File: src/rtl/knn_pkg.sv
// Shared constants, types and per-beat control records for the k-nearest-neighbor selector.
package knn_pkg;

	localparam int MAX_DIM = 16;
	localparam int K_MAX   = 16;
	localparam int MAX_POP = 1024;

	localparam int VALUE_W = 16;
	localparam int DIFF_W  = VALUE_W + 1;
	localparam int SQ_W    = 2 * VALUE_W;
	localparam int DIST_W  = 36;
	localparam int IDX_W   = 10;
	localparam int CNT_W   = $clog2(MAX_POP + 1);
	localparam int CFG_W   = 5;
	localparam int DIM_W   = (MAX_DIM > 1) ? $clog2(MAX_DIM) : 1;
	localparam int DIMV_W  = $clog2(MAX_DIM + 1);
	localparam int FILL_W  = $clog2(K_MAX + 1);

	localparam int REG_IDX_W = 1;
	localparam logic [REG_IDX_W-1:0] REG_NEIGHBOR_COUNT = 1'b0;
	localparam logic [REG_IDX_W-1:0] REG_DIMENSION      = 1'b1;

	// control that rides along with one coordinate beat
	typedef struct packed {
		logic             vld;
		logic             cand;
		logic             first;
		logic             ins;
		logic             last;
		logic             clr;
		logic [IDX_W-1:0] idx;
	} knn_ctl_t;

	// answer snapshot handed to the output buffer
	typedef struct packed {
		logic                           vld;
		logic [FILL_W-1:0]              cnt;
		logic [K_MAX-1:0][IDX_W-1:0]    idx;
		logic [K_MAX-1:0][DIST_W-1:0]   dlist;
	} knn_ans_t;

endpackage

File: src/rtl/knn_dist.sv
// Square stage: magnitude of the coordinate difference, squared and registered.
module knn_dist import knn_pkg::*; (
	input  logic                     clk,
	input  logic                     arst_n,
	input  logic                     adv,
	input  knn_ctl_t                 ctl_s1,
	input  logic signed [DIFF_W-1:0] diff_s1,
	output knn_ctl_t                 ctl_s2,
	output logic [SQ_W-1:0]          sq_s2
);

	logic [VALUE_W-1:0] neg;
	logic [VALUE_W-1:0] mag;

	// |diff| never exceeds 2^VALUE_W - 1, so it fits VALUE_W bits unsigned
	assign neg = VALUE_W'(-diff_s1);
	assign mag = diff_s1[DIFF_W-1] ? neg : diff_s1[VALUE_W-1:0];

	always_ff @(posedge clk or negedge arst_n) begin
		if (!arst_n) begin
			ctl_s2 <= '0;
		end else if (adv) begin
			ctl_s2 <= ctl_s1;
		end
	end

	always_ff @(posedge clk) begin
		if (adv) begin
			sq_s2 <= SQ_W'(mag) * SQ_W'(mag);
		end
	end

endmodule

File: config.mk
export PLATFORM = sky130hd
export DESIGN_NAME = knn_dist
export DESIGN_NICKNAME = d
export VERILOG_FILES = /design/src/rtl/knn_pkg.sv /design/src/rtl/knn_dist.sv
export SDC_FILE = /design/constraint.sdc
export NUM_CORES = 1
export LEC_CHECK = 0
export ABC_AREA = 1
export BUFFER_PORTS_ARGS = -buffer_cell sky130_fd_sc_hd__buf_4
export CORE_MARGIN = 5
export CORE_UTILIZATION = 28
export DETAILED_ROUTE_END_ITERATION = 10
export GPL_ROUTABILITY_DRIVEN = 0
export PLACE_DENSITY_LB_ADDON = 0.05
export SKIP_LAST_GASP = 1
export SYNTH_ARGS = -nofsm -noshare
export SYNTH_HDL_FRONTEND = slang
export SYNTH_SLANG_ARGS = --single-unit
File: constraint.sdc
create_clock -name clk -period 1.1 [get_ports clk]
set_input_delay 0.055 -clock clk [delete_from_list [all_inputs] [get_ports clk]]
set_output_delay 0.055 -clock clk [all_outputs]
set_load 0.05 [all_outputs]
# Yosys cells after proc, flatten, opt, wreduce, memory -nomap -nowiden
# Cells that the tools add are included.
# word_totals
input_bits,36
register_bits,48
# classes
muxes,1
multipliers,1
addsub,1
# op_table
cell,n
16-bit by 16-bit multiplier with 32-bit output,1
16-bit 2-to-1 mux,1
16-bit negation,1

# Logic depth before layout (Yosys ltp)
# logic_depth
depth_word,3
depth_mapped,37
depth_no_buf,35

# Worst setup path before layout
# No wires, ideal clock.
# synth_timing
kind,input to register
from,input diff_s1[0]
to,"register sq_s2[27], data pin"
required_time_ns,0.848
setup_ns,0.252
setup_slack_ns,-5.054
cell_stages,34
arrival_ns,5.902
cell_sequence,inv_2 clkbuf_1 ha_1 nand2_2 nor2_4 nand2_2 nand2_1 nand2_1 and2_1 buf_4 inv_4 nor2_1 fa_1 inv_1 fa_1 inv_1 fa_1 inv_1 fa_1 inv_1 fa_1 inv_1 fa_1 inv_1 ha_1 nand2_1 nor2_1 nand3_1 nand3_1 nand2_1 nand2_1 nand2_1 nand3_1 nand2_1
# synth_via
elab_chain_cells,3
# synth_lines
element,line_no,rtl
start: declaration,knn_dist.sv:7,"input logic signed [DIFF_W-1:0] diff_s1,"
16-bit negation,knn_dist.sv:16,assign neg = VALUE_W'(-diff_s1);
16-bit 2-to-1 mux (*),knn_dist.sv:17,assign mag = diff_s1[DIFF_W-1] ? neg : diff_s1[VALUE_W-1:0];
16-bit by 16-bit multiplier with 32-bit output (*),knn_dist.sv:29,sq_s2 <= SQ_W'(mag) * SQ_W'(mag);
end signal: assignment,knn_dist.sv:29,
end: declaration,knn_dist.sv:9,output logic [SQ_W-1:0] sq_s2
# Every way passes the cells marked *; elsewhere a longest branch is shown, timed or not.
# A chain may end at the register's enable or synchronous reset.

# Worst setup path after layout
# layout_timing
from,input diff_s1[0]
to,"register sq_s2[29], data pin"
# Same word-level chain as after synthesis.

==> results.md <==
- WL final: 27700 um
- Gate Count Post-Synth: 1132
- Final Hold Slack: 0.159 ns
- Worst reg2reg path depth: 1
- Reg2reg end: ctl_s2[6]
- Final worst-path cycle share: 498%
- CTS buffer count: 5
- Area share of the largest cell type after synthesis: 33.7%
- Vias in the first global route: 8871
- Cell Area, Synth: 0.00968 mm^2
- Core footprint: 0.0344 mm^2
- DRT antenna net count: 0
- CP Capture Type: register
- I/O pin count: 84
- Initial antenna violation count: 0
- Die area: 0.0384 mm^2
- Critical path's largest stage delay: 0.53 ns
- Net count, final: 1764
- Most frequent cells after synthesis: 281 x inv_1, 207 x nand2_1, 163 x fa_1
- Post-synthesis sequential area ratio: 13.8%
- Worst Skew: 0 ns
- Clock root buffer: clkbuf_16
- EDFF count, synth: 31
- Setup CP Type: in2reg
- Largest net degree at the start of global routing: 19
- Fraction of final layout cells sized beyond drive strength 1: 44.5%
- Routed len/inst: 14.4 um
- Synth cell types: 42
- DIE HEIGHT: 196 um
- Die width: 196 um
- Port Buffers: 82
- Global route overflow: 0
- YS warnings: 0
- Initial Utilization: 28.2%
- Count leader, synth: inv_1
- Critical path's slowest cell: fa_1
- F_max: 182 MHz
- CP most frequent cell: fa_1
- Setup violators final: 29
- Worst path arrival time: 5.54 ns
- Buffers and inverters on the worst path: 10
- Net Count, Synth: 1428
- WP data required: 1.16 ns
- CTS tree: done
- GRT Util Overall: 14.9%
- # diodes: 0
- Fill cell total of the finished layout: 3594
- RSZ-0062 raised after global routing: yes
- Slew Limit Fails: 0
- Post-layout util: 42.2%
- Vias: 8047
- Clk buf depth: 2
- Rows: 68
- Max Cap Violations: 0
- R2R Setup Slk: 0.35 ns
- Outcome: finished with violations
- Clk pin slew, worst setup/hold paths: 0.07 ns
- Avg Synthesized Cell Area: 8.55 um^2
- Synth area leaders: fa_1 34%, ha_1 13%, inv_1 11%, edfxtp_1 9.6%, nand2_1 8.0%
- Clock Latency Late Sink: 0.29 ns
- Register bit count reported by yosys: 47
- Minimum clock period: 5.48 ns
- Area delta synth->final: 49.9%
- Maximum fanout along the worst path: 6
- Via-per-instance ratio: 4.18
- Dpl hpwl: 24600 um
- Slack of the critical path: -4.38 ns
- Critical path launch point type: input port
- # H-tree levels: 2
- HP Class: in2async
- First-pass detailed-route iteration total: 4
- First-pass GRT wire length: 45900 um
- DRC Markers: 0
- Top FF cell, synth: edfxtp_1
- TritonCTS Sinks: 47
- DR iter-0 viols: 192
- Failing checks: negative setup slack
- Worst R2R Start: ctl_s2[6]
- Number of cells on the critical path: 33
- Fin. Hold Viols: 0
- Critical path's top delay family: adder cells
- Leading area contributor after synthesis: fa_1
- Async set-reset flop share out of synthesis: 34.0%
==> flip-flops by register name, indices dropped and copies added (netlist names) <==
| signal | count |
|---|---|
| sq_s2 | 31 |
| ctl_s2 | 16 |
==> per-layer routing <==
metal  vias up  wire (um)  GRT usage (%)
met4         0        235           1.40
met3        16        535          0.927
met5         -          0              0
met2        70      14700           28.2
li1       4017          -              -
met1      3944      12200           19.2
==> through the flow <==
stage | TNS (ns) | setup slack, ns | cells | instance area, um^2
finish | -111.64 | -4.38 | 1924 | 14500
CTS | -111.92 | -4.38 | 1915 | 14000
global placement | -126.94 | -5.00 | 1867 | 12900
detailed placement | -127.07 | -4.99 | 1867 | 12900
global route | -117.74 | -4.63 | 1924 | 14500
floorplan | -111.23 | -4.37 | 1132 | 10100
==> area by class of cell <==
class	instances	area [um^2]	share of cell area (%)
multi-input cells	756	8240	56.8
repair buffers	344	2940	20.3
clock buffers	6	150	1.03
clock inverters	2	17.5	0.121
flip-flops and latches	47	1330	9.17
inverters	314	1260	8.70
well taps	455	569	3.92
==> worst max-delay path by stage <==
stage                endpoint        from
finish              sq_s2[29]  diff_s1[0]
floorplan           sq_s2[24]  diff_s1[0]
global placement    sq_s2[25]  diff_s1[0]
CTS                 sq_s2[25]  diff_s1[0]
global route        sq_s2[29]  diff_s1[0]
detailed placement  sq_s2[25]  diff_s1[1]
==> layout by cell type, fill, tap and decap left out, types with 3 or more instances in the layout <==
| cell | Yosys | final |
|---|---|---|
| nor2_1 | 92 | 56 |
| ha_4 | 0 | 29 |
| inv_1 | 281 | 240 |
| nand3b_1 | 3 | 3 |
| o21bai_1 | 4 | 4 |
| nor2_2 | 15 | 30 |
| o21ai_2 | 2 | 6 |
| nor3_1 | 8 | 4 |
| buf_8 | 0 | 4 |
| fa_1 | 163 | 153 |
| xor2_2 | 1 | 4 |
| nand3_2 | 0 | 6 |
| fa_2 | 0 | 10 |
| a21oi_1 | 27 | 10 |
| nand2_4 | 7 | 30 |
| mux2_2 | 16 | 16 |
| clkbuf_16 | 0 | 6 |
| ha_2 | 0 | 5 |
| o21ai_1 | 4 | 8 |
| dlygate4sd3_1 | 0 | 17 |
| nor3_4 | 0 | 3 |
| inv_8 | 0 | 4 |
| nand2_2 | 16 | 45 |
| xor2_4 | 2 | 3 |
| buf_4 | 6 | 279 |
| edfxtp_1 | 31 | 31 |
| nor2_4 | 6 | 27 |
| inv_2 | 29 | 62 |
| ha_1 | 97 | 63 |
| xnor2_1 | 3 | 3 |
| buf_12 | 0 | 14 |
| dfrtp_1 | 16 | 16 |
| nand2_1 | 207 | 153 |
| xor2_1 | 23 | 19 |
| a21oi_2 | 0 | 8 |
| inv_4 | 4 | 5 |
| nand3_1 | 33 | 25 |
| o21ai_0 | 13 | 3 |
| buf_6 | 4 | 30 |
| a21oi_4 | 0 | 9 |
==> repair_timing <==
action | 4_1_cts | 5_1_grt
hold buffers | 17 | 0
cloned | 0 | 0
gates resized for setup | 178 | 104
setup buffers | 45 | 12
pin swaps | 98 | 77
setup endpoints to repair | 29 | 29
endpoints found under the hold margin | 32 | 0
==> cells by family after synthesis <==
logic type      count (synthesis)  synth area share, %
mux                            16                 1.86
buf+inv                       329                 13.4
fa+ha+maj                     260                 46.2
simple gates                  393                 18.1
xor+xnor                       30                 3.37
flops                          47                 13.8
other cells                     1               0.0387
compound gates                 56                 3.23
Power is left out: the tool's default activity adds up to more than one toggle a clock period on the data nets, which glitch-free logic cannot reach.
