File: config.mk
export PLATFORM = sky130hd
export DESIGN_NAME = knn_emit
export DESIGN_NICKNAME = d
export VERILOG_FILES = /design/src/rtl/knn_pkg.sv /design/src/rtl/knn_emit.sv
export SDC_FILE = /design/constraint.sdc
export NUM_CORES = 1
export LEC_CHECK = 0
export BUFFER_PORTS_ARGS = -buffer_cell sky130_fd_sc_hd__buf_2
export CAP_MARGIN = 15
export CORE_AREA = 2 2 310 312
export CTS_CLUSTER_DIAMETER = 40
export DETAILED_ROUTE_END_ITERATION = 6
export DIE_AREA = 0 0 312 314
export GPL_TIMING_DRIVEN = 0
export PLACE_DENSITY = 0.6
export SYNTH_ARGS = -nofsm -noshare
export SYNTH_HDL_FRONTEND = slang
export SYNTH_SLANG_ARGS = --single-unit
File: constraint.sdc
create_clock -name clk -period 63.7 [get_ports clk]
set_clock_uncertainty 0.1 [all_clocks]
set_input_delay 12.74 -clock clk [delete_from_list [all_inputs] [get_ports clk]]
set_output_delay 12.74 -clock clk [all_outputs]
set_load 0.02 [all_outputs]
File: src/rtl/knn_pkg.sv
// Shared constants, types and per-beat control records for the k-nearest-neighbor selector.
package knn_pkg;

	localparam int MAX_DIM = 16;
	localparam int K_MAX   = 16;
	localparam int MAX_POP = 1024;

	localparam int VALUE_W = 16;
	localparam int DIFF_W  = VALUE_W + 1;
	localparam int SQ_W    = 2 * VALUE_W;
	localparam int DIST_W  = 36;
	localparam int IDX_W   = 10;
	localparam int CNT_W   = $clog2(MAX_POP + 1);
	localparam int CFG_W   = 5;
	localparam int DIM_W   = (MAX_DIM > 1) ? $clog2(MAX_DIM) : 1;
	localparam int DIMV_W  = $clog2(MAX_DIM + 1);
	localparam int FILL_W  = $clog2(K_MAX + 1);

	localparam int REG_IDX_W = 1;
	localparam logic [REG_IDX_W-1:0] REG_NEIGHBOR_COUNT = 1'b0;
	localparam logic [REG_IDX_W-1:0] REG_DIMENSION      = 1'b1;

	// control that rides along with one coordinate beat
	typedef struct packed {
		logic             vld;
		logic             cand;
		logic             first;
		logic             ins;
		logic             last;
		logic             clr;
		logic [IDX_W-1:0] idx;
	} knn_ctl_t;

	// answer snapshot handed to the output buffer
	typedef struct packed {
		logic                           vld;
		logic [FILL_W-1:0]              cnt;
		logic [K_MAX-1:0][IDX_W-1:0]    idx;
		logic [K_MAX-1:0][DIST_W-1:0]   dlist;
	} knn_ans_t;

endpackage

File: src/rtl/knn_emit.sv
// Output buffer: holds one answer and delivers it one beat at a time.
module knn_emit import knn_pkg::*; (
	input  logic              clk,
	input  logic              arst_n,
	input  knn_ans_t          ans,
	input  logic              result_stall,
	output logic              result_valid,
	output logic [IDX_W-1:0]  neighbor_index,
	output logic [DIST_W-1:0] neighbor_distance,
	output logic              last_of_run,
	output logic              none_selected
);

	logic [K_MAX-1:0][IDX_W-1:0]  idx_q;
	logic [K_MAX-1:0][DIST_W-1:0] dist_q;
	logic [FILL_W-1:0]            rem_q;
	logic                         none_q;
	logic                         take;

	assign result_valid      = (rem_q != '0);
	assign take              = result_valid && !result_stall;
	assign last_of_run       = (rem_q == FILL_W'(1));
	assign none_selected     = none_q;
	assign neighbor_index    = none_q ? '0 : idx_q[0];
	assign neighbor_distance = none_q ? '0 : dist_q[0];

	// a load only arrives while the buffer is empty
	always_ff @(posedge clk or negedge arst_n) begin
		if (!arst_n) begin
			rem_q  <= '0;
			none_q <= 1'b0;
		end else if (ans.vld) begin
			rem_q  <= (ans.cnt == '0) ? FILL_W'(1) : ans.cnt;
			none_q <= (ans.cnt == '0);
		end else if (take) begin
			rem_q <= rem_q - 1'b1;
		end
	end

	always_ff @(posedge clk) begin
		if (ans.vld) begin
			idx_q  <= ans.idx;
			dist_q <= ans.dlist;
		end else if (take) begin
			for (int j = 0; j < K_MAX - 1; j++) begin
				idx_q[j]  <= idx_q[j + 1];
				dist_q[j] <= dist_q[j + 1];
			end
		end
	end

endmodule

Yosys cells after proc, flatten, opt, wreduce, memory -nomap -nowiden
Index checks and enable logic that the tools add are counted.
Storage, ports and cells
  register bits after elaboration: 742
  bits of input ports: 745
  logic and storage cells: 50
Cells by class
  add/sub/neg operators: 1
  equality and inequality tests: 1
  multiplexer cells: 9
  reduce and logical (&&, ||, !) cells: 5
Operator list (number)
  $mux W540: 2
  $mux W150: 2
  $mux W36: 1
  $mux W5: 3
  $mux W10: 1
  $eq A5 B1 Y1 const B: 1
  $logic_not A5 Y1: 1
  $reduce_bool A5 Y1: 1
  $sub A5 B1 Y5 const B: 1
  $reduce_bool A2 Y1: 1
  $logic_and A1 B1 Y1: 1
  $logic_not A1 Y1: 1

Logic depth before layout (Yosys ltp)
  depth after elaboration: 4
  depth in mapped cells: 6

Worst setup path before layout
Ideal clock, no wire load.
  path type: in2reg
  start: input result_stall
  end: register dist_q[0] (netlist bit) (enable)
  arrival: 60.648 ns
  data required time: 60.898 ns
  slack: 0.250 ns
  stages: 1
  path buffers: 0
  path through: o21ai_0
Between the ends
  longest elaborated chain between the ends: 3
Ends and longest elaborated chain
  start: declaration: RTL line knn_emit.sv:6  | input logic result_stall,
  $logic_not A1 Y1: RTL line knn_emit.sv:21  | assign take = result_valid && !result_stall;
  $logic_and A1 B1 Y1: RTL line knn_emit.sv:21
  $reduce_bool A2 Y1 (no source line)
  end signal: assignment: RTL line knn_emit.sv:43  | dist_q <= ans.dlist;
  end signal: indexed assignment: RTL line knn_emit.sv:47  | dist_q[j] <= dist_q[j + 1];
  end: declaration: RTL line knn_emit.sv:15  | logic [K_MAX-1:0][DIST_W-1:0] dist_q;
No other way between the ends.
A chain may end at the register's enable or synchronous reset.

Final worst setup path
  start: input ans[741] (netlist bit)
  end: register dist_q[531] (netlist bit) (enable)
Between the ends
  longest elaborated chain between the ends: 1
Ends and longest elaborated chain
  start: declaration: RTL line knn_emit.sv:5  | input knn_ans_t ans,
  $reduce_bool A2 Y1 (no source line)
No other way between the ends.

==> out/summary.log <==
qor: status.status finished clean
qor: worst_hold_path.min_delay_path_depth 1
qor: finish.syn_to_final_growth 32.7%
qor: finish.mostFrequentLayoutCell buf_2
qor: timing.rsz0062_at_grt false
qor: global_route.grtUsageTotal 17.8%
qor: setup_path.largest_driver_fanout_on_the_critical_path 36
qor: logic_synthesis.postSynthNetCount 2342
qor: logic_synthesis.netlist_area 31000 sq um
qor: setup_path.critPathBufInv 14
qor: power_and_ir_drop.switching_share 22.3%
qor: cts.worst_skew_pair.late_latency 0.67 ns
qor: finish.fillers 8492
qor: drt.first_pass_iters 7
qor: cts.cts.clk_slew.worst_paths 0.05 ns
qor: timing.finalHoldViolations 0
qor: cts.cts.repair.resized 0
qor: power_and_ir_drop.switching_power 0.000305 W
qor: global_route.grt_start_max_net_pins 48
qor: finish.drive_gt1_share 67.7%
qor: power_and_ir_drop.cell_internal_power_dissipation 0.00106 W
qor: setup_path.timing.critical_path.to_type register
qor: power_and_ir_drop.power_frac_seq 45.4%
qor: place.gp_congestion 0.862
qor: worst_hold_path.hold_path.startpoint dist_q[285]
qor: floorplanning.initial_core_util 32.8%
qor: drt.route.final.wire_length 89.5 mm
qor: setup_path.crit_required 63.98 ns
qor: logic_synthesis.synth_area_per_cell 19.4 sq um
qor: setup_path.worstReg2RegEnd dist_q[531]
qor: setup_path.slowest_delay 0.43 ns
qor: logic_synthesis.ys_seq_elements 742
qor: timing.tightestPinTransition 0.979 ns
qor: setup_path.setup.worst_path.start ans[741]
qor: floorplanning.placeableCoreArea 94400 sq um
qor: cts.cts_made_buffers 112
qor: logic_synthesis.postSynthCellCount 1595
qor: cts.postCtsHoldBufs 0
qor: logic_synthesis.ys_types 26
qor: timing.finalWorstPathRequiredPeriod 16.21 ns
qor: power_and_ir_drop.power.share.combinational 8.9%
qor: worst_hold_path.timing.hold.worst_endpoint dist_q[249]
qor: drt.mean_routed_wirelength_per_cell 22.8 microns
qor: timing.final_cycle_share 25.4%
qor: drt.num_vias 17821
qor: finish.utilization_of_the_core_after_routing 43.5%
qor: place.placed_cell_area 37100 sq um
qor: setup_path.regToRegSetupSlack 59.93 ns
qor: timing.finalSetupTns 0 ns
qor: setup_path.worst_r2r_src rem_q[0]
qor: setup_path.slowest_stage buf_2
qor: timing.final-setup-viol-count 0
qor: drt.postRouteAntennaNets 0
qor: global_route.number_of_antenna_violations_at_the_first_check_in_global_routing 53
qor: setup_path.critical-path-top-delay-family buffers and inverters
qor: cts.cts-root-buf clkbuf_16
qor: setup_path.reg2regPathDepth 13
qor: finish.finished_layout_cell_area 41100 sq um
qor: power_and_ir_drop.pwr_density_cell 33.2 nW/um^2
qor: finish.nNetsFinal 3276
qor: power_and_ir_drop.static-leakage-power 16.1 nW
qor: drt.detail_route.iter0.violations 1136
qor: worst_hold_path.hold_path.class reg2reg
qor: power_and_ir_drop.ir_drop 24.0 uV
qor: setup_path.worstSetupStartpointType input pin
qor: place.hpwlAfterDp 69.1 mm
qor: floorplanning.die_footprint 98000 sq um
qor: timing.max_slew_margin 34.7%
qor: logic_synthesis.yosys_warnings 0
qor: setup_path.cp_cell_sequence buf_2, buf_12, buf_2, buf_2, inv_1, o21ai_4, buf_16, buf_16, buf_12, buf_12, buf_12, buf_16, buf_12, buf_16, buf_16
qor: job.maxCapViolations 0
qor: cts.htree_num_levels 3
qor: cts.tritoncts_clock_tree yes
qor: power_and_ir_drop.clkPwrFrac 45.7%
qor: logic_synthesis.synth_seq_area_share 71.8%
qor: floorplanning.chipHeight 314 microns
qor: timing.clock.fmax 61.7 MHz
qor: global_route.grt_pass1_wl 128 mm
qor: timing.maxSlewViolCount 0
qor: floorplanning.io_pins 794
qor: cts.ctsLongestPathBuffers 3
qor: cts.clock-sinks 742
qor: setup_path.critical_path_arrival 16.49 ns
qor: drt.remaining_drc_errors 0
qor: floorplanning.die_width 312 microns
qor: floorplanning.core.rowCount 113
qor: drt.post_drt_via_cell_ratio 4.54
qor: cts.post_cts.repair.setup_buffers 0
qor: finish.layout_common_cells buf_2, edfxtp_1, mux2_2, clkbuf_16, nor2b_1
qor: place.io_buffers 793
qor: global_route.grt_pass1_vias 19324
qor: setup_path.criticalPathCategory in2reg
qor: global_route.overflow 0
[area by class of cell]
class	count	area [sq um]	share of cell area, %
flip-flops and latches	742	22300	54.1
multi-input cells	764	8280	20.2
repair buffers	820	4570	11.1
clock buffers	124	2900	7.06
well taps	1265	1580	3.85
clock inverters	87	982	2.39
plain buffers	83	428	1.04
diodes	32	80.1	0.195
inverters	6	22.5	0.0548
[cell usage after synthesis]
cell type	instances	area share, %
or4_1	1	0.024
ha_1	2	0.081
edfxtp_1	736	71
inv_1	6	0.073
mux2_2	690	25
nor4b_2	1	0.048
dfrtp_1	6	0.48
clkbuf_1	10	0.12
or4_4	1	0.036
nor2b_1	48	0.97
a32oi_1	1	0.028
o21ai_0	3	0.048
nor4b_1	1	0.028
nor3b_1	1	0.024
buf_4	10	0.24
nor2_1	1	0.012
a2111oi_2	1	0.048
nand2_1	4	0.048
o21ba_2	1	0.032
o31ai_1	3	0.073
mux2i_1	1	0.032
a221o_2	1	0.036
and3_1	1	0.020
buf_2	63	1.0
a21oi_1	1	0.016
nand3_1	1	0.016
[kinds of logic after synthesis]
kind of cell	share of synthesized area, %
DFF	71.8
and+or+nand+nor	1.23
AOI/OAI and AO/OA	0.283
muxes	25.1
buffers and inverters	1.45
adders and majority gates	0.0808
[metrics by stage]
step / total power [W] / setup slack, ns / instances / hold slack (ns)
after floorplan: 0.000745 / 0.250 / 1595 / 0.425
after global placement: 0.000817 / -18.97 / 3653 / 0.425
after detailed placement: 0.000752 / 46.21 / 3679 / 0.432
after CTS: 0.00138 / 46.96 / 3890 / 0.434
after global routing: 0.00141 / 47.17 / 3917 / 0.452
final: 0.00137 / 47.49 / 3923 / 0.434
[worst max-delay path by stage]
stage                   to  slack (ns)  cells past startpoint
5_1_grt        dist_q[531]       47.17                     15
3_5_place_dp   dist_q[492]       46.21                     14
3_3_place_gp   dist_q[420]      -18.97                      2
4_1_cts        dist_q[459]       46.96                     14
6_report       dist_q[531]       47.49                     15
2_1_floorplan    dist_q[0]        0.25                      1
[state kept, by name, summed over array words and instances (netlist names)]
| name | cells |
|---|---|
| idx_q | 160 |
| rem_q | 5 |
| dist_q | 576 |
| none_selected | 1 |
[layer usage]
layer	GRT usage [%]	part of all wire [%]	vias to the layer above
li1	-	-	8232
met1	19.8	38	8803
met2	32.2	53	590
met3	5.14	6.5	166
met4	6.51	2.6	30
met5	0	0.22	-
[power groups by stage]
stage	Clock (W)	Combinational (W)	Sequential, W
floorplan	0	0.0000704	0.000675
global placement	0	0.000114	0.000702
detailed placement	0	0.000122	0.000630
CTS	0.000638	0.000124	0.000621
global route	0.000657	0.000132	0.000625
finish	0.000625	0.000121	0.000620
No activity file was read; power rests on OpenSTA's default activity.
