`src/rtl/knn_pkg.sv`:
```
// Shared constants, types and per-beat control records for the k-nearest-neighbor selector.
package knn_pkg;

	localparam int MAX_DIM = 16;
	localparam int K_MAX   = 16;
	localparam int MAX_POP = 1024;

	localparam int VALUE_W = 16;
	localparam int DIFF_W  = VALUE_W + 1;
	localparam int SQ_W    = 2 * VALUE_W;
	localparam int DIST_W  = 36;
	localparam int IDX_W   = 10;
	localparam int CNT_W   = $clog2(MAX_POP + 1);
	localparam int CFG_W   = 5;
	localparam int DIM_W   = (MAX_DIM > 1) ? $clog2(MAX_DIM) : 1;
	localparam int DIMV_W  = $clog2(MAX_DIM + 1);
	localparam int FILL_W  = $clog2(K_MAX + 1);

	localparam int REG_IDX_W = 1;
	localparam logic [REG_IDX_W-1:0] REG_NEIGHBOR_COUNT = 1'b0;
	localparam logic [REG_IDX_W-1:0] REG_DIMENSION      = 1'b1;

	// control that rides along with one coordinate beat
	typedef struct packed {
		logic             vld;
		logic             cand;
		logic             first;
		logic             ins;
		logic             last;
		logic             clr;
		logic [IDX_W-1:0] idx;
	} knn_ctl_t;

	// answer snapshot handed to the output buffer
	typedef struct packed {
		logic                           vld;
		logic [FILL_W-1:0]              cnt;
		logic [K_MAX-1:0][IDX_W-1:0]    idx;
		logic [K_MAX-1:0][DIST_W-1:0]   dlist;
	} knn_ans_t;

endpackage

```
`src/rtl/knn_list.sv`:
```
// Distance accumulator and sorted best-k list with parallel insert.
module knn_list import knn_pkg::*; (
	input  logic             clk,
	input  logic             arst_n,
	input  logic             adv,
	input  knn_ctl_t         ctl_s2,
	input  logic [SQ_W-1:0]  sq_s2,
	input  logic [CFG_W-1:0] neighbor_count,
	output knn_ans_t         ans
);

	logic [DIST_W-1:0]              acc_q;
	logic [FILL_W-1:0]              filled_q;
	logic [K_MAX-1:0][IDX_W-1:0]    idx_q;
	logic [K_MAX-1:0][DIST_W-1:0]   dist_q;

	logic [DIST_W-1:0]              base;
	logic [DIST_W:0]                sum;
	logic [DIST_W-1:0]              cand_dist;
	logic [K_MAX-1:0]               keep;
	logic [K_MAX-1:0]               kext;
	logic [K_MAX-1:0][IDX_W-1:0]    idx_nxt;
	logic [K_MAX-1:0][DIST_W-1:0]   dist_nxt;
	logic [K_MAX-1:0][IDX_W-1:0]    idx_upd;
	logic [K_MAX-1:0][DIST_W-1:0]   dist_upd;
	logic [FILL_W-1:0]              filled_upd;
	logic [FILL_W-1:0]              k_eff;
	logic                           step;

	assign step      = adv && ctl_s2.vld;
	assign base      = ctl_s2.first ? '0 : acc_q;
	assign sum       = {1'b0, base} + (DIST_W+1)'(sq_s2);
	assign cand_dist = sum[DIST_W] ? '1 : sum[DIST_W-1:0];

	// keep marks entries that rank ahead of the new one; ties go to the older entry
	always_comb begin
		for (int j = 0; j < K_MAX; j++) begin
			keep[j] = (FILL_W'(j) < filled_q) && !(cand_dist < dist_q[j]);
		end
		kext = {keep[K_MAX-2:0], 1'b1};
		for (int j = 0; j < K_MAX; j++) begin
			if (keep[j]) begin
				idx_nxt[j]  = idx_q[j];
				dist_nxt[j] = dist_q[j];
			end else if (kext[j]) begin
				idx_nxt[j]  = ctl_s2.idx;
				dist_nxt[j] = cand_dist;
			end else begin
				idx_nxt[j]  = idx_q[(j > 0) ? j - 1 : 0];
				dist_nxt[j] = dist_q[(j > 0) ? j - 1 : 0];
			end
		end
	end

	assign idx_upd    = ctl_s2.ins ? idx_nxt : idx_q;
	assign dist_upd   = ctl_s2.ins ? dist_nxt : dist_q;
	assign filled_upd = (ctl_s2.ins && (filled_q < FILL_W'(K_MAX))) ? filled_q + 1'b1
		: filled_q;

	always_comb begin
		if ((CFG_W + FILL_W)'(neighbor_count) > (CFG_W + FILL_W)'(K_MAX)) begin
			k_eff = FILL_W'(K_MAX);
		end else begin
			k_eff = FILL_W'(neighbor_count);
		end
	end

	always_comb begin
		ans       = '0;
		ans.vld   = step && ctl_s2.last;
		ans.cnt   = (k_eff < filled_upd) ? k_eff : filled_upd;
		ans.idx   = idx_upd;
		ans.dlist = dist_upd;
	end

	always_ff @(posedge clk or negedge arst_n) begin
		if (!arst_n) begin
			acc_q    <= '0;
			filled_q <= '0;
		end else if (step) begin
			if (ctl_s2.clr) begin
				filled_q <= '0;
			end
			if (ctl_s2.cand) begin
				acc_q    <= cand_dist;
				filled_q <= ctl_s2.last ? '0 : filled_upd;
			end
		end
	end

	always_ff @(posedge clk) begin
		if (step && ctl_s2.ins) begin
			idx_q  <= idx_nxt;
			dist_q <= dist_nxt;
		end
	end

endmodule

```
`config.mk`:
```
export PLATFORM = sky130hd
export DESIGN_NAME = knn_list
export DESIGN_NICKNAME = d
export VERILOG_FILES = /design/src/rtl/knn_pkg.sv /design/src/rtl/knn_list.sv
export SDC_FILE = /design/constraint.sdc
export NUM_CORES = 2
export LEC_CHECK = 0
export BUFFER_PORTS_ARGS = -buffer_cell sky130_fd_sc_hd__buf_4
export CAP_MARGIN = 0
export CORE_ASPECT_RATIO = 1.2
export CORE_MARGIN = 2
export CORE_UTILIZATION = 65
export CTS_BUF_LIST = sky130_fd_sc_hd__clkbuf_2
export DETAILED_ROUTE_END_ITERATION = 10
export PLACE_DENSITY = 0.88
export SETUP_SLACK_MARGIN = 0.5
export SKIP_LAST_GASP = 1
export SYNTH_ARGS = -nofsm -noshare
export SYNTH_HDL_FRONTEND = slang
export SYNTH_SLANG_ARGS = --single-unit
```
`constraint.sdc`:
```
create_clock -name clk -period 21.1 [get_ports clk]
set_input_delay 1.055 -clock clk [delete_from_list [all_inputs] [get_ports clk]]
set_output_delay 1.055 -clock clk [all_outputs]
set_load 0.05 [all_outputs]
```
After elaboration in Yosys (flattened, before gate mapping)
Index checks and enable logic that the tools add are counted.
- add/subtract/negate cells: 2
- multipliers: 0
- div/mod/pow operators: 0
- magnitude comparators: 35
- eq/ne operators: 0
- shifts and indexed selects: 0
- multiplexer cells: 72
- bitwise operators: 0
- reduce and logical (&&, ||, !) cells: 39
- operators by type and width (operator ; count):
    36-bit two-way mux ; 33
    36-bit less-than comparator ; 16
    576-bit two-way mux ; 1
    10-bit two-way mux ; 31
    160-bit two-way mux ; 1
    4-bit by 5-bit less-than comparator with 1-bit output, first input constant ; 8
    36-bit by 32-bit adder with 37-bit output ; 1
    5-bit two-way mux ; 6
    1-bit logical AND ; 20
    3-bit by 5-bit less-than comparator with 1-bit output, first input constant ; 4
    1-bit logical NOT ; 16
    1-bit by 5-bit less-than comparator with 1-bit output, first input constant ; 2
    2-bit by 5-bit less-than comparator with 1-bit output, first input constant ; 2
    5-bit by 1-bit adder with 5-bit output, second input constant ; 1
    5-bit greater-than comparator, second input constant ; 1
    5-bit less-than comparator ; 1
    5-bit less-than comparator, second input constant ; 1
    2-bit AND reduction ; 2
    2-bit nonzero test ; 1
- bits in registers: 777
- latch bits: 0
- RAM bits: 0
- memory bits (read-only): 0
- memories kept: 0

Logic depth before layout (Yosys ltp)
- depth in word-level cells: 9
- gate-level depth with buffers: 28
- mapped depth without buffers: 20

Least setup slack after synthesis
OpenSTA, ideal clock, no wires.
- path kind: input to register
- start point: in ctl_s2[12] in the netlist's numbering
- end point: reg dist_q[0] in the netlist's numbering, enable pin
- library setup time: 1205 ps
- arrival time: 18590 ps
- required time: 19895 ps
- path slack: 1305 ps
- stages: 4
- buffers on the path: 3
- path through: clkbuf_1 clkbuf_1 buf_1 and3_1
- word-level cells in the longest chain between the ends: 1
- RTL lines (item ; RTL line ; source):
    start, declared ; knn_list.sv:6 ; input knn_ctl_t ctl_s2,
    1-bit logical AND ; knn_list.sv:92 ; if (step && ctl_s2.ins) begin
    end signal, assigned ; knn_list.sv:94 ; dist_q <= dist_nxt;
    end, declared ; knn_list.sv:15 ; logic [K_MAX-1:0][DIST_W-1:0] dist_q;
Every way passes these cells.
A chain may end at the register's enable or synchronous reset.

==> flow_metrics.py <==
metrics = {
    "run_status": {
        "status": "finished, final reports clean",
    },
    "logic_synthesis": {
        "yosysSeqAreaShare_pct": 35.6,
        "yosysTopAreaCell": "edfxtp_1",
        "synthTopCellsByArea": "edfxtp_1, mux2_2, ha_1, o21ai_0, mux2i_1",
        "synth_edf_count": 736,
        "synth_top_area_share_pct": 34.0,
        "async_flop_share_pct": 5.28,
        "synth_area_per_cell_um2": 9.40,
        "ys_types": 91,
        "synth.net_count": 7562,
        "syn_area_um2": 65000,
        "ys_ff_latch": 777,
        "yosysWarnings": 0,
        "dominantRegCellSynth": "edfxtp_1",
        "synth_cells": 6908,
    },
    "clocking": {
        "numCtsBuffers": 206,
        "cts_resized": 0,
        "cts-root-buf": "clkbuf_2",
        "clk_path_buf_depth": 3,
        "ctsHoldBuffers": 21,
        "cts_htree_levels": 4,
        "clock-sinks": 777,
        "worstSkewPairLatency_ns": 1.84,
        "cts_tree": "done",
        "cts.reportedPaths.clkPinSlew_ns": 0.10,
        "postCtsSetupRepairBufs": 0,
    },
    "finish": {
        "area_growth_pct": 13.7,
        "fillers": 7211,
        "multiInputGateArea_um2": 37700,
        "final_nets": 8276,
        "drive_gt1_share_pct": 27.1,
        "regArea_um2": 23100,
        "instances_no_fill": 9086,
    },
    "global_routing": {
        "antenna_found_initial": 21,
        "grt_overflow": 0,
        "grt_pass1_wl_um": 387000,
        "grt_pass1_vias": 58600,
        "grt_max_degree": 181,
        "grtUsageTotal_pct": 51.5,
    },
    "power": {
        "pwr-share-comb_pct": 54.1,
        "pwr-share-seq_pct": 28.2,
        "switching_power_uw": 3260,
        "power.density_nw_per_um2": 88.7,
        "leakagePower_uw": 0.0327,
        "peakVddDrop_uv": 112,
        "swShare_pct": 49.8,
        "internal-power_uw": 3280,
        "clkPwrFrac_pct": 17.8,
    },
    "sta": {
        "rsz0062_at_grt": "false",
        "setup_viol": 0,
        "hold_viol_final": 0,
        "min_period_over_period_pct": 57.1,
        "max_clock_freq_ghz": 0.0829,
        "slew_viol_final": 0,
        "fin_crit_ns": 12.06,
        "tns_ns": 0,
        "hold-worst-slack_ns": 0.252,
        "tightest_slew_ns": 1.46,
        "fin_skew_ns": 0.161,
        "maxSlewHeadroom_pct": 2.63,
    },
    "detailed_routing": {
        "viasPerCell": 6.83,
        "num_vias": 62100,
        "dr.pass1.iters": 8,
        "drtIter0Drc": 8952,
        "post-route-drc-count": 0,
        "ant_nets": 0,
        "routed_wl_um": 273000,
        "routedWlPerCell_um": 30.0,
    },
    "placed_design": {
        "port_buffers": 797,
        "place_congestion": 1.05,
        "dp.cells": 8683,
        "dp_hpwl_um": 199000,
    },
    "floorplan": {
        "ios": 798,
        "rows": 127,
        "initial_core_util_pct": 65.3,
        "dieArea_um2": 102000,
        "die_x_um": 293,
        "coreArea_um2": 99500,
        "die_h_um": 350,
    },
    "critical_path": {
        "crit_required_ns": 20.05,
        "r2r_end": "dist_q[302]",
        "r2r_cells": 22,
        "critPathMaxFanout": 104,
        "crit_arrival_ns": 11.00,
        "crit_path_start_kind": "flop",
        "end_kind": "primary output",
        "crit_type": "reg2out",
        "r2r_setup_slack_ns": 12.12,
        "rr_startpoint": "acc_q[17]",
    },
    "min_path": {
        "min_to": "acc_q[1]",
        "hp-start": "sq_s2[1]",
        "worstHoldPathType": "in2reg",
        "hold_depth": 4,
    },
    "job": {
        "max-cap-violations": 0,
    },
}
power groups by stage:
stage	Combinational [uW]	Sequential [uW]	Clock [uW]
after floorplan	2050	1870	0
after global placement	3260	1870	0
after detailed placement	3350	1870	0
after CTS	3370	1840	1150
after global routing	3680	1850	1220
final	3540	1840	1160
synth_stat cells, types with 17 or more instances:
cell	n
inv_1	607
ha_1	597
a21o_1	79
clkbuf_1	195
nand4_1	93
o21a_1	24
buf_6	17
nor3_1	39
buf_4	53
nor2_1	265
mux2_4	52
o211ai_1	34
nor4_1	18
nand2b_1	20
buf_2	161
o31ai_1	30
o21ai_0	954
mux2_2	705
mux2i_1	418
mux2_1	41
a31oi_1	46
nand3_1	67
nand2_1	898
edfxtp_1	736
dfrtp_1	41
nor2b_1	50
a21oi_1	380
a211oi_1	38
worst max-delay path, cell delays in order (launching register included):
cell and delay (ns):
dfrtp_1 0.38, nor2b_1 0.13, ha_1 0.43, a21oi_2 0.30, o211ai_1 0.17, a21oi_2 0.35
o21ai_0 0.36, nor3_4 0.25, buf_4 0.50, buf_4 0.54, nand2_2 0.57, buf_4 0.50
ha_1 0.37, nand4_1 0.16, or3_1 0.42, or3_1 0.46, nor4b_1 0.58, a22o_4 0.50
buf_4 1.00, mux2i_1 0.26, o21ai_0 0.60, buf_4 0.32
per-stage QoR:
step / utilization [%] / setup WS [ns] / power (uW) / cell area [um^2]
after floorplan: - / 1.31 / 3930 / 65000
after global placement: 72.1 / 10.17 / 5130 / 71700
after detailed placement: 72.1 / 10.14 / 5230 / 71700
after CTS: 74.2 / 9.33 / 6370 / 73800
after global routing: 74.2 / 8.82 / 6760 / 73800
final: 74.2 / 9.04 / 6550 / 73800
worst max-delay path by stage:
stage	startpoint	endpoint	slack, ns	depth (start not counted)
4_1_cts	acc_q[23]	ans[533]	9.33	21
5_1_grt	acc_q[23]	ans[531]	8.82	21
3_5_place_dp	ctl_s2[13]	ans[533]	10.14	22
6_report	acc_q[23]	ans[533]	9.04	21
3_3_place_gp	ctl_s2[13]	ans[533]	10.17	22
2_1_floorplan	ctl_s2[12]	dist_q[0]	1.31	4
cell type report:
| cell class | instances | share of cell area, % |
|---|---|---|
| antenna | 15 | 0.0508 |
| clock buffer | 314 | 2.13 |
| clock inverter | 53 | 0.424 |
| inverter | 607 | 3.09 |
| multi-input combinational | 5088 | 51.1 |
| sequential | 777 | 31.3 |
| tap | 1290 | 2.19 |
| timing repair buffer | 942 | 9.71 |
registers in the layout (all words and copies together) (netlist names):
name and cells:
acc_q 36, dist_q 576, idx_q 160, filled_q 5
per-layer routing:
metal / global-route usage (%) / part of all wire (%)
met1: 60.6 / 33
met2: 74.6 / 41
met3: 16.7 / 15
met4: 47.7 / 11
met5: 0 / 0.030
cell families (layout without fill, tap and decap cells):
group / Yosys count / after routing / share of synthesized area [%]
buffers and inverters: 1043 / 1916 / 6.84
XOR/XNOR: 27 / 27 / 0.364
AO/OA/AOI/OAI: 1711 / 1711 / 14.8
flip-flops: 777 / 777 / 35.6
multiplexers: 1216 / 1216 / 20.6
adder cells (fa/ha/maj): 598 / 598 / 11.5
other: 0 / 15 / 0
AND/OR/NAND/NOR: 1536 / 1536 / 10.3
layout by cell type (no fill, tap or decap), types with 10 or more instances in the layout:
master / Yosys / layout
o31ai_1: 30 / 30
a21o_1: 79 / 78
buf_4: 53 / 919
a221oi_1: 10 / 10
nand4_1: 93 / 93
a31oi_1: 46 / 46
clkbuf_2: 1 / 314
a21oi_1: 380 / 377
or3_1: 13 / 12
and2_1: 15 / 11
nor2b_1: 50 / 50
inv_1: 607 / 606
mux2_2: 705 / 705
nor3_1: 39 / 39
dlygate4sd3_1: 0 / 20
mux2_1: 41 / 41
nor2_1: 265 / 264
o211ai_1: 34 / 34
diode_2: 0 / 15
xor2_1: 12 / 12
nand2_1: 898 / 874
nand2b_1: 20 / 13
mux2_4: 52 / 52
xnor2_1: 15 / 15
and4_1: 11 / 11
a211oi_1: 38 / 38
clkinv_1: 0 / 35
nand3_1: 67 / 62
mux2i_1: 418 / 417
and3_1: 11 / 10
dfrtp_1: 41 / 41
nor4_1: 18 / 18
ha_1: 597 / 597
a2111oi_0: 11 / 11
o21ai_0: 954 / 954
nand2_2: 3 / 24
o21a_1: 24 / 24
edfxtp_1: 736 / 736
Note: power is estimated with default switching activity, not from simulation.
